--- config.mk ---
export PLATFORM = sky130hd
export DESIGN_NAME = button_debounce_auto_repeat_unit
export DESIGN_NICKNAME = d
export VERILOG_FILES = /design/src/hw/rtl/bdar_pkg.sv /design/src/hw/rtl/button_debounce_auto_repeat_unit.sv
export SDC_FILE = /design/constraint.sdc
export NUM_CORES = 1
export LEC_CHECK = 0
export BUFFER_PORTS_ARGS = -buffer_cell sky130_fd_sc_hd__buf_2
export CAP_MARGIN = 40
export CORE_ASPECT_RATIO = 0.7
export CORE_MARGIN = 2
export CORE_UTILIZATION = 40
export CTS_BUF_LIST = sky130_fd_sc_hd__clkbuf_4
export DETAILED_ROUTE_END_ITERATION = 8
export SLEW_MARGIN = 20
export SYNTH_ARGS = -nofsm -noshare
export SYNTH_HDL_FRONTEND = slang
export SYNTH_SLANG_ARGS = --single-unit
--- constraint.sdc ---
create_clock -name i_clk -period 11.4 [get_ports i_clk]
set_clock_uncertainty 0.15 [all_clocks]
set_input_delay 0.57 -clock i_clk [delete_from_list [all_inputs] [get_ports i_clk]]
set_output_delay 0.57 -clock i_clk [all_outputs]
set_load 0.005 [all_outputs]
--- src/hw/rtl/bdar_pkg.sv ---
// ----------------------------------------------------------------------------
// bdar_pkg: shared types and constants for the button debounce block
// Register indexes, field widths and the reset values of the configuration.
// ----------------------------------------------------------------------------
package bdar_pkg;

    // Field widths
    localparam int unsigned PIN_COUNT  = 4;
    localparam int unsigned TIME_W     = 32;
    localparam int unsigned CFG_W      = 16;
    localparam int unsigned CFG_IDX_W  = 2;

    typedef logic [PIN_COUNT-1:0] t_pins;
    typedef logic [TIME_W-1:0]    t_time;
    typedef logic [CFG_W-1:0]     t_cfg_data;
    typedef logic [CFG_IDX_W-1:0] t_cfg_index;

    // Configuration register indexes
    localparam t_cfg_index REG_DEBOUNCE_TIME = 2'd0;
    localparam t_cfg_index REG_START_DELAY   = 2'd1;
    localparam t_cfg_index REG_REPEAT_PERIOD = 2'd2;
    localparam t_cfg_index REG_REPEAT_MASK   = 2'd3;

    // Reset values of the configuration registers
    localparam t_cfg_data DEBOUNCE_TIME_RST = 16'd25;
    localparam t_cfg_data START_DELAY_RST   = 16'd500;
    localparam t_cfg_data REPEAT_PERIOD_RST = 16'd150;
    localparam t_pins     REPEAT_MASK_RST   = 4'd7;

endpackage

--- src/hw/rtl/button_debounce_auto_repeat_unit.sv ---
// ----------------------------------------------------------------------------
// button_debounce_auto_repeat_unit: debounce with auto-repeat per button
// Each poll word updates every button's debounce timer and repeat schedule
// and yields one word of press/repeat event bits.
// ----------------------------------------------------------------------------
//  channel | valid       | stall       | payload
//  --------+-------------+-------------+--------------------------------
//  input   | i_in_valid  | o_in_stall  | i_pin_levels, i_now_ms
//  output  | o_out_valid | i_out_stall | o_events
//  config  | i_cfg_wr_en | (none)      | i_cfg_index, i_cfg_data
//
//  One poll word per cycle while the output is not stalled; an accepted word
//  reaches the output through the input register, then the result register.
//  All per-button state updates in the logic between those registers.
//  Reset (synchronous, active low) clears state and loads default settings.
//  A stalled output holds its word; the input register still refills while
//  the result register is free or being drained.
// ----------------------------------------------------------------------------
module button_debounce_auto_repeat_unit #(
    parameter int unsigned BUTTON_COUNT = 4
) (
    input  logic                  i_clk,
    input  logic                  i_rst_n,
    // poll words
    input  logic                  i_in_valid,
    output logic                  o_in_stall,
    input  bdar_pkg::t_pins       i_pin_levels,
    input  bdar_pkg::t_time       i_now_ms,
    // event words
    output logic                  o_out_valid,
    input  logic                  i_out_stall,
    output bdar_pkg::t_pins       o_events,
    // configuration writes
    input  logic                  i_cfg_wr_en,
    input  bdar_pkg::t_cfg_index  i_cfg_index,
    input  bdar_pkg::t_cfg_data   i_cfg_data
);
    import bdar_pkg::*;

    // Configuration registers
    t_cfg_data r_debounce_time;
    t_cfg_data r_start_delay;
    t_cfg_data r_repeat_period;
    t_pins     r_repeat_mask;

    // Input register
    logic  r_in_valid;
    t_pins r_in_levels;
    t_time r_in_now;

    // Result register
    logic  r_out_valid;
    t_pins r_events;

    // Per-button state and next values
    logic [BUTTON_COUNT-1:0] r_stable;
    logic [BUTTON_COUNT-1:0] r_last_raw;
    t_time                   r_change_time [BUTTON_COUNT];
    t_time                   r_due_time    [BUTTON_COUNT];
    logic [BUTTON_COUNT-1:0] n_stable;
    logic [BUTTON_COUNT-1:0] n_last_raw;
    t_time                   n_change_time [BUTTON_COUNT];
    t_time                   n_due_time    [BUTTON_COUNT];
    logic [BUTTON_COUNT-1:0] w_ev;
    t_pins                   w_ev_out;
    t_pins                   w_stable_out;

    logic w_out_free;
    logic w_fire;

    // Flow control: the result register frees when empty or drained
    assign w_out_free  = !r_out_valid || !i_out_stall;
    assign w_fire      = r_in_valid && w_out_free;
    assign o_in_stall  = r_in_valid && !w_out_free;
    assign o_out_valid = r_out_valid;
    assign o_events    = r_events;

    // Write configuration registers
    always_ff @(posedge i_clk) begin
        if (!i_rst_n) begin
            r_debounce_time <= DEBOUNCE_TIME_RST;
            r_start_delay   <= START_DELAY_RST;
            r_repeat_period <= REPEAT_PERIOD_RST;
            r_repeat_mask   <= REPEAT_MASK_RST;
        end else if (i_cfg_wr_en) begin
            unique case (i_cfg_index)
                REG_DEBOUNCE_TIME: r_debounce_time <= i_cfg_data;
                REG_START_DELAY:   r_start_delay   <= i_cfg_data;
                REG_REPEAT_PERIOD: r_repeat_period <= i_cfg_data;
                REG_REPEAT_MASK:   r_repeat_mask   <= i_cfg_data[PIN_COUNT-1:0];
                default: ;
            endcase
        end
    end

    // Capture a poll word
    always_ff @(posedge i_clk) begin
        if (!i_rst_n) begin
            r_in_valid <= 1'b0;
        end else if (!r_in_valid || w_out_free) begin
            r_in_valid <= i_in_valid;
        end
    end

    always_ff @(posedge i_clk) begin
        if (i_in_valid && !o_in_stall) begin
            r_in_levels <= i_pin_levels;
            r_in_now    <= i_now_ms;
        end
    end

    // Per-button debounce and repeat update
    for (genvar b = 0; b < BUTTON_COUNT; b++) begin : g_button
        logic w_raw;
        logic w_can_rep;

        // Buttons past the pin field read as pressed and never repeat
        if (b < PIN_COUNT) begin : g_pin
            assign w_raw     = ~r_in_levels[b];
            assign w_can_rep = r_repeat_mask[b];
        end else begin : g_nopin
            assign w_raw     = 1'b1;
            assign w_can_rep = 1'b0;
        end

        always_comb begin
            t_time elapsed;
            t_time since_due;
            logic  fresh;
            logic  due;
            elapsed            = r_in_now - r_change_time[b];
            since_due          = r_in_now - r_due_time[b];
            fresh              = 1'b0;
            n_stable[b]        = r_stable[b];
            n_last_raw[b]      = r_last_raw[b];
            n_change_time[b]   = r_change_time[b];
            n_due_time[b]      = r_due_time[b];
            w_ev[b]            = 1'b0;

            // Restart the timer on a raw change, else accept a settled level
            if (w_raw != r_last_raw[b]) begin
                n_last_raw[b]    = w_raw;
                n_change_time[b] = r_in_now;
            end else if (elapsed >= {{(TIME_W-CFG_W){1'b0}}, r_debounce_time}
                         && w_raw != r_stable[b]) begin
                n_stable[b] = w_raw;
                if (w_raw) begin
                    fresh         = 1'b1;
                    w_ev[b]       = 1'b1;
                    n_due_time[b] = r_in_now + {{(TIME_W-CFG_W){1'b0}}, r_start_delay};
                end
            end

            // A fresh press is due at once only with a zero start delay
            if (fresh) begin
                due = (r_start_delay == '0);
            end else begin
                due = !since_due[TIME_W-1];
            end

            // Fire a repeat and reschedule it
            if (n_stable[b] && w_can_rep && due) begin
                w_ev[b]       = 1'b1;
                n_due_time[b] = r_in_now + {{(TIME_W-CFG_W){1'b0}}, r_repeat_period};
            end
        end
    end

    // Map button events and states onto the pin-wide field
    for (genvar j = 0; j < PIN_COUNT; j++) begin : g_out_bit
        if (j < BUTTON_COUNT) begin : g_live
            assign w_ev_out[j]     = w_ev[j];
            assign w_stable_out[j] = r_stable[j];
        end else begin : g_dead
            assign w_ev_out[j]     = 1'b0;
            assign w_stable_out[j] = 1'b0;
        end
    end

    // Commit button state when a word moves to the result register
    always_ff @(posedge i_clk) begin
        if (!i_rst_n) begin
            r_stable   <= '0;
            r_last_raw <= '0;
            for (int b = 0; b < BUTTON_COUNT; b++) begin
                r_change_time[b] <= '0;
                r_due_time[b]    <= '0;
            end
        end else if (w_fire) begin
            r_stable   <= n_stable;
            r_last_raw <= n_last_raw;
            for (int b = 0; b < BUTTON_COUNT; b++) begin
                r_change_time[b] <= n_change_time[b];
                r_due_time[b]    <= n_due_time[b];
            end
        end
    end

    // Hold or advance the result register
    always_ff @(posedge i_clk) begin
        if (!i_rst_n) begin
            r_out_valid <= 1'b0;
        end else if (w_out_free) begin
            r_out_valid <= r_in_valid;
        end
    end

    always_ff @(posedge i_clk) begin
        if (w_fire) begin
            r_events <= w_ev_out;
        end
    end

`ifndef ASSERT_OFF
    // An event is only reported for a button that is now held down
    a_event_needs_press: assert property (@(posedge i_clk) disable iff (!i_rst_n)
        w_fire |=> ((r_events & ~w_stable_out) == '0))
        else $error("event reported for a released button");

    // The input side stalls only with a word waiting in the input register
    a_stall_needs_word: assert property (@(posedge i_clk) disable iff (!i_rst_n)
        !r_in_valid |-> !o_in_stall)
        else $error("input stalled with an empty input register");

    // A processed word always lands in the result register
    a_fire_fills_out: assert property (@(posedge i_clk) disable iff (!i_rst_n)
        w_fire |=> r_out_valid)
        else $error("processed word lost");

    // Button state changes only when a word is processed
    a_state_only_on_fire: assert property (@(posedge i_clk) disable iff (!i_rst_n)
        !w_fire |=> ($stable(r_stable) && $stable(r_last_raw)))
        else $error("button state changed without a word");
`endif

endmodule
==> impl_metrics.ini, run 1 <==
[synthesis]
synth-warning-count = 0
yosysTopAreaCellShare = 0.3131
synth_fp_nets = 3450
synthTopCellsByArea = edfxtp_1 (31%), ha_1 (15%), mux2i_1 (6.0%), inv_1 (4.7%), dfxtp_1 (4.4%)
syn-cell-area_sq_um = 28390
async_reset_ff_frac = 0
synth.most_common_cell = inv_1
yosys-top-cells-count = inv_1 (355), ha_1 (340), edfxtp_1 (296), nand2_1 (283), a21oi_1 (187)
synth_seq_area_share = 0.3568
synthCells = 3045
synth-seq-cells = 358
synth_area_per_cell_sq_um = 9.324
synth-edff-count = 296
synth_ff_type = edfxtp_1
yosys.area.top_type = edfxtp_1
synth_cell_types = 93

[layout]
layout.nets = 3637
postLayoutCoreUtil = 0.4561
area_growth_pct = 12.49
drive_gt1_frac = 0.09991

[sta]
min_period_ns = 6.809
worstMarginPinSlew_ns = 0.9247
rsz0062_at_grt = false
setup_tns_ns = 0
slew_headroom = 0.3836
hold_viol_final = 0
finalMaxSlewViolations = 0
fmax_ghz = 0.1469
setup_viol = 0
post-route-period-util = 0.5972

[floorplan]
fp.dieW_um = 322.4
fp.dieH_um = 226.9
dieArea_sq_um = 73160
initial_core_util = 0.4054
core_area_sq_um = 70030
row_count = 81
io-pin-count = 65

[worst_setup_path]
worstPathRequired_ns = 11.88
cpMaxStageDelayCell = edfxtp_1
crit_start = r_in_now[8]
path_cells = ha_1 > a21o_1 > a21o_1 > a21oi_1 > nand2_1 > and2_1 > o21a_1 > nor2_1 > xnor2_1 > ha_1 > a21oi_1 > nor2b_1 > o21ai_0 > nand3_1 > a2111oi_0 > o2111ai_1 > nor4_1 > and4_1 > o2111a_1 > and3_1 > a211oi_1 > o32ai_1 > a21bo_2 > buf_16
crit_type = reg -> reg
cp_top_family = compound AO/OA/AOI/OAI gates
cp_num_buf_inv = 1
critical_path_arrival_ns = 7.28
end_kind = register
startpoint_type = register
worstPathMaxFanout = 17
max_stage_delay_ns = 0.96
r2r_start = r_in_now[8]

[routing]
vias = 23800
via_per_inst = 5.565
wl_per_cell_um = 20.60
routed_wl_um = 88110
drtPass1Iterations = 6
first_iter_violations = 2504
drc = 0
ant_nets = 0

[power]
p_sw_mw = 1.321
clkPwrFrac = 0.316
p_sw_frac = 0.3427
p_leak_nw = 14.21
vdd_drop_max_uv = 77.27
p_per_area_nw_per_um2 = 120.7
pwr-share-seq = 0.400
pwr-share-comb = 0.284
p_int_mw = 2.533

[hold_path]
hold_path.startpoint = i_now_ms[27]
hp-class = in -> reg

[clock_tree]
cts_root_buffer = clkbuf_4
clockBufferDepth = 3
htree_levels = 3
clkTransAtPathRegs_ns = 0.07
cts_buffers = 95
cts_sinks = 358
cts_tree = done
clock_latency_ns = 0.95

[grt]
grt_pass1_wl_um = 133300
grt_pass1_vias = 22450
grt_max_degree = 75
grt_overflow_total = 0
grt_antenna_before_repair = 4
groute.usage.overall = 0.2407

[place]
place_congestion = 0.9099
dp_hpwl_um = 65450
numPortBuffers = 64

[outcome]
outcome = complete, no violations

[job]
cap_violations = 0
==> repair_timing <==
action                     in CTS  in global routing
gates resized for setup         0                  0
hold buffers                   64                  0
setup endpoints to repair       0                  0
hold endpoints to repair      107                  0
setup buffers                   0                  0
==> kinds of logic after synthesis <==
logic type | share of synthesized area
adder cells (fa/ha/maj) | 0.1541
flip-flops | 0.3568
multiplexers | 0.06831
buffers and inverters | 0.06179
AND/OR/NAND/NOR | 0.1522
AO/OA/AOI/OAI | 0.1720
XOR/XNOR | 0.03486
==> cells in the final DEF (no fill, tap or decap), drive strengths merged, types with 41 or more instances in the layout <==
master	instances
a21boi	48
a21o	108
a21oi	190
and3	58
buf	110
clkbuf	129
clkinv	43
dfxtp	62
dlygate4sd3	64
edfxtp	296
ha	340
inv	359
mux2i	169
nand2	283
nand2b	55
nand3	81
nand4	64
nor2	158
nor2b	41
nor3	45
o21ai	126
xnor2	69
xor2	44
==> metrics by stage <==
stage | hold WS (ns) | area [sq um] | worst slack [ns] | total power [mW] | instances
3_3_place_gp | 0.3059 | 29830 | 4.573 | 2.615 | 4014
2_1_floorplan | 0.2935 | 28390 | 4.275 | 2.321 | 3045
5_1_grt | 0.08232 | 31940 | 4.025 | 4.085 | 4277
3_5_place_dp | 0.3102 | 29960 | 4.632 | 2.622 | 4021
4_1_cts | 0.1063 | 31860 | 4.571 | 3.864 | 4263
6_report | 0.1696 | 31940 | 4.591 | 3.854 | 4277
==> worst paths after layout <==
kind | endpoint | slack (ns) | depth (start not counted)
worst max-delay path | r_due_time[2][1] | 4.59 | 24
worst min register to register | r_debounce_time[15] | 0.31 | 2
worst max register to register | r_due_time[2][1] | 4.59 | 24
worst min-delay path | r_in_now[27] | 0.17 | 2
==> power groups by stage <==
stage	logic, mW	clock network [mW]	registers [mW]
final	1.10	1.22	1.54
after detailed placement	1.05	0	1.57
after global placement	1.05	0	1.57
after global routing	1.22	1.32	1.55
after floorplan	0.758	0	1.56
after CTS	1.08	1.24	1.54
==> registers in the layout, summed over array words and instances (netlist names) <==
name             count
r_change_time      128
r_due_time         128
r_in_now            32
r_debounce_time     16
r_repeat_period     16
r_start_delay       16
o_events             4
r_in_levels          4
r_last_raw           4
r_repeat_mask        4
r_stable             4
o_out_valid          1
r_in_valid           1
==> layout make-up <==
cell class                 count  area, sq um
clock buffer                 128        960.9
clock inverter                50        296.5
tap                          954         1194
sequential                   358        10130
inverter                     355         1333
timing repair buffer         175         1415
multi-input combinational   2247        16580
fill                        6778        38090
antenna                       10        25.02
==> routing by layer <==
layer / GRT usage / vias to the layer above / part of all wire
met1: 0.3551 / 11188 / 0.48
met3: 0.05734 / 151 / 0.090
li1: - / 11525 / -
met2: 0.3436 / 936 / 0.40
met5: 0 / - / 0
met4: 0.07537 / 0 / 0.029
Note: power is estimated with default switching activity, not from simulation.
==> run 2, diff against run 1 <==
--- a/config.mk
+++ b/config.mk
@@ -5,6 +5,7 @@
 export SDC_FILE = /design/constraint.sdc
 export NUM_CORES = 1
 export LEC_CHECK = 0
+export ABC_AREA = 1
 export BUFFER_PORTS_ARGS = -buffer_cell sky130_fd_sc_hd__buf_2
 export CAP_MARGIN = 40
 export CORE_ASPECT_RATIO = 0.7
==> constraint.sdc (replaced) <==
create_clock -name i_clk -period 6.19 [get_ports i_clk]
set_clock_uncertainty 0.15 [all_clocks]
set_input_delay 0.3095 -clock i_clk [delete_from_list [all_inputs] [get_ports i_clk]]
set_output_delay 0.3095 -clock i_clk [all_outputs]
set_load 0.005 [all_outputs]
==> impl_metrics.ini, run 2 <==
[sta]
finalMaxSlewViolations = 0
rsz0062_at_grt = false
min_period_ns = 5.432
slew_headroom = 0.4159
hold_viol_final = 0
post-route-period-util = 0.8776
setup_viol = 0
whs_ns = 0.06351
setup_tns_ns = 0
fmax_ghz = 0.1841
worstMarginPinSlew_ns = 0.8762

[outcome]
outcome = complete, no violations

[synthesis]
synthMuxAreaShare = 0
synth-xor-area-share = 0.03572
synthTopCellsByArea = edfxtp_1 (28%), nand2_1 (18%), ha_1 (14%), inv_1 (11%), nor2_1 (7.3%)
synth_cell_types = 50
synthAdderAreaFrac = 0.1394
synth-edff-count = 296
synth_fp_nets = 5022
yosys.area.top_type = edfxtp_1
async_reset_ff_frac = 0
synthCells = 4617
synth_seq_area_share = 0.3227
synth_area_per_cell_sq_um = 6.798
yosysTopAreaCellShare = 0.2832
synth-warning-count = 0
synth-seq-cells = 358
synth_top_family_by_area = simple AND/OR/NAND/NOR gates
yosys-top-cells-count = nand2_1 (1,471), inv_1 (892), nor2_1 (612), ha_1 (340), edfxtp_1 (296)
synthSimpleGateAreaFrac = 0.3170
synth_ff_type = edfxtp_1
syn-cell-area_sq_um = 31390
synth.most_common_cell = nand2_1
synth-compound-area-share = 0.06442

[worst_setup_path]
crit_top_cell = nand2_1
cp_top_family = simple AND/OR/NAND/NOR gates
worstPathRequired_ns = 6.59
startpoint_type = register
cp_num_buf_inv = 5
cpMaxStageDelayCell = fa_1
max_stage_delay_ns = 0.41
crit_type = reg -> reg
worstPathMaxFanout = 24
critical_path_arrival_ns = 5.83
r2r_slack_ns = 0.76
end_kind = register

[layout]
drive_gt1_frac = 0.06451
layout_common_cells = nand2_1 (1,470), inv_1 (891), nor2_1 (612)
top_regs = r_change_time: 128 flops, r_due_time: 128 flops, r_in_now: 32 flops
fin_cells = 5994
layout.cells.most_common = nand2_1
layout.nets = 5283
stdcell_area_sq_um = 35460
area_growth_pct = 12.96

[routing]
first_iter_violations = 3066
drtPass1Iterations = 6
routed_wl_um = 110300
vias = 30521
drc = 0
ant_nets = 0
wl_per_cell_um = 18.39
via_per_inst = 5.092

[grt]
grt_overflow_total = 0
grt_max_degree = 65
grt_pass1_wl_um = 166900
grt_antenna_before_repair = 11
grt_pass1_vias = 28483
groute.usage.overall = 0.2719

[place]
numPortBuffers = 64
place_congestion = 0.9958
placed_area_sq_um = 33150
dp_hpwl_um = 87530
place_inst = 5715

[clock_tree]
clock_latency_ns = 0.96
cts_buffers = 98
clockBufferDepth = 3
clkTransAtPathRegs_ns = 0.07
htree_levels = 3
cts_root_buffer = clkbuf_4
cts_tree = done
cts_resized = 0
cts_sinks = 358

[hold_path]
hp-class = in -> reg

[floorplan]
dieArea_sq_um = 80760
fp.dieH_um = 238.4
fp.dieW_um = 338.8
core_area_sq_um = 77320
row_count = 85
io-pin-count = 65
initial_core_util = 0.4060

[power]
p_per_area_nw_per_um2 = 216.2
p_leak_nw = 18.12
vdd_drop_max_uv = 148.0

[job]
cap_violations = 0
## run 2: cell count changes in the layout (fill, tap and decap cells not counted), moves of 42 or more
cell / change
mux2i_1: -169
a21boi_0: -46
nor2_1: +454
a21o_1: -107
nand3_1: +88
inv_1: +537
nand2b_1: -55
xnor2_1: -43
dlygate4sd3_1: +42
nand2_1: +1187
xor2_1: +58
and3_1: -53
## run 2: worst paths after layout
path	from	to	cells past startpoint
max reg2reg	r_in_now[0]	r_due_time[2][20]	29
max	r_in_now[0]	r_due_time[2][20]	29
min	i_now_ms[13]	r_in_now[13]	2
min reg2reg	r_stable[2]	r_stable[2]	2
## run 2: routing by layer
| metal | wire [um] | global-route usage | part of all wire | up-vias |
|---|---|---|---|---|
| met5 | 0 | 0 | 0 | - |
| met1 | 50940 | 0.3955 | 0.46 | 13959 |
| met3 | 10170 | 0.04318 | 0.092 | 217 |
| met4 | 3896 | 0.09643 | 0.035 | 0 |
| met2 | 45250 | 0.4060 | 0.41 | 1251 |
| li1 | - | - | - | 15094 |
## run 2: logic make-up (layout without fill, tap and decap cells)
| kind of cell | count (synthesis) | after routing |
|---|---|---|
| buffers and inverters | 964 | 1292 |
| XOR/XNOR | 128 | 128 |
| AO/OA/AOI/OAI | 370 | 370 |
| flip-flops | 358 | 358 |
| adder cells (fa/ha/maj) | 346 | 346 |
| other | 0 | 5 |
| AND/OR/NAND/NOR | 2451 | 2451 |
## run 2: report_power, final
group	internal, mW	total, mW	switching, mW
Sequential	2.77	2.88	0.106
Clock	1.07	2.20	1.12
Combinational	0.862	2.59	1.73
## run 2: area by class of cell
cell class / count / area [sq um]
Antenna cell: 5 / 12.51
Clock buffer: 131 / 983.4
Clock inverter: 36 / 224.0
Fill cell: 7992 / 41860
Inverter: 897 / 3369
Multi-Input combinational cell: 3295 / 17520
Sequential cell: 358 / 10130
Tap cell: 1044 / 1306
Timing Repair Buffer: 228 / 1907
## run 2: stage by stage
stage	power [mW]	utilization	setup slack (ns)
2_1_floorplan	4.644	-	1.561
3_3_place_gp	5.379	0.4278	1.027
3_5_place_dp	5.405	0.4288	0.8888
4_1_cts	7.645	0.4581	0.8545
5_1_grt	8.150	0.4585	0.4274
6_report	7.664	0.4586	0.7579
## run 2: timing repair
action | 4_1_cts | 5_1_grt
endpoints found under the setup margin | 0 | 0
setup buffers | 0 | 0
hold buffers | 106 | 0
hold endpoints to repair | 106 | 0
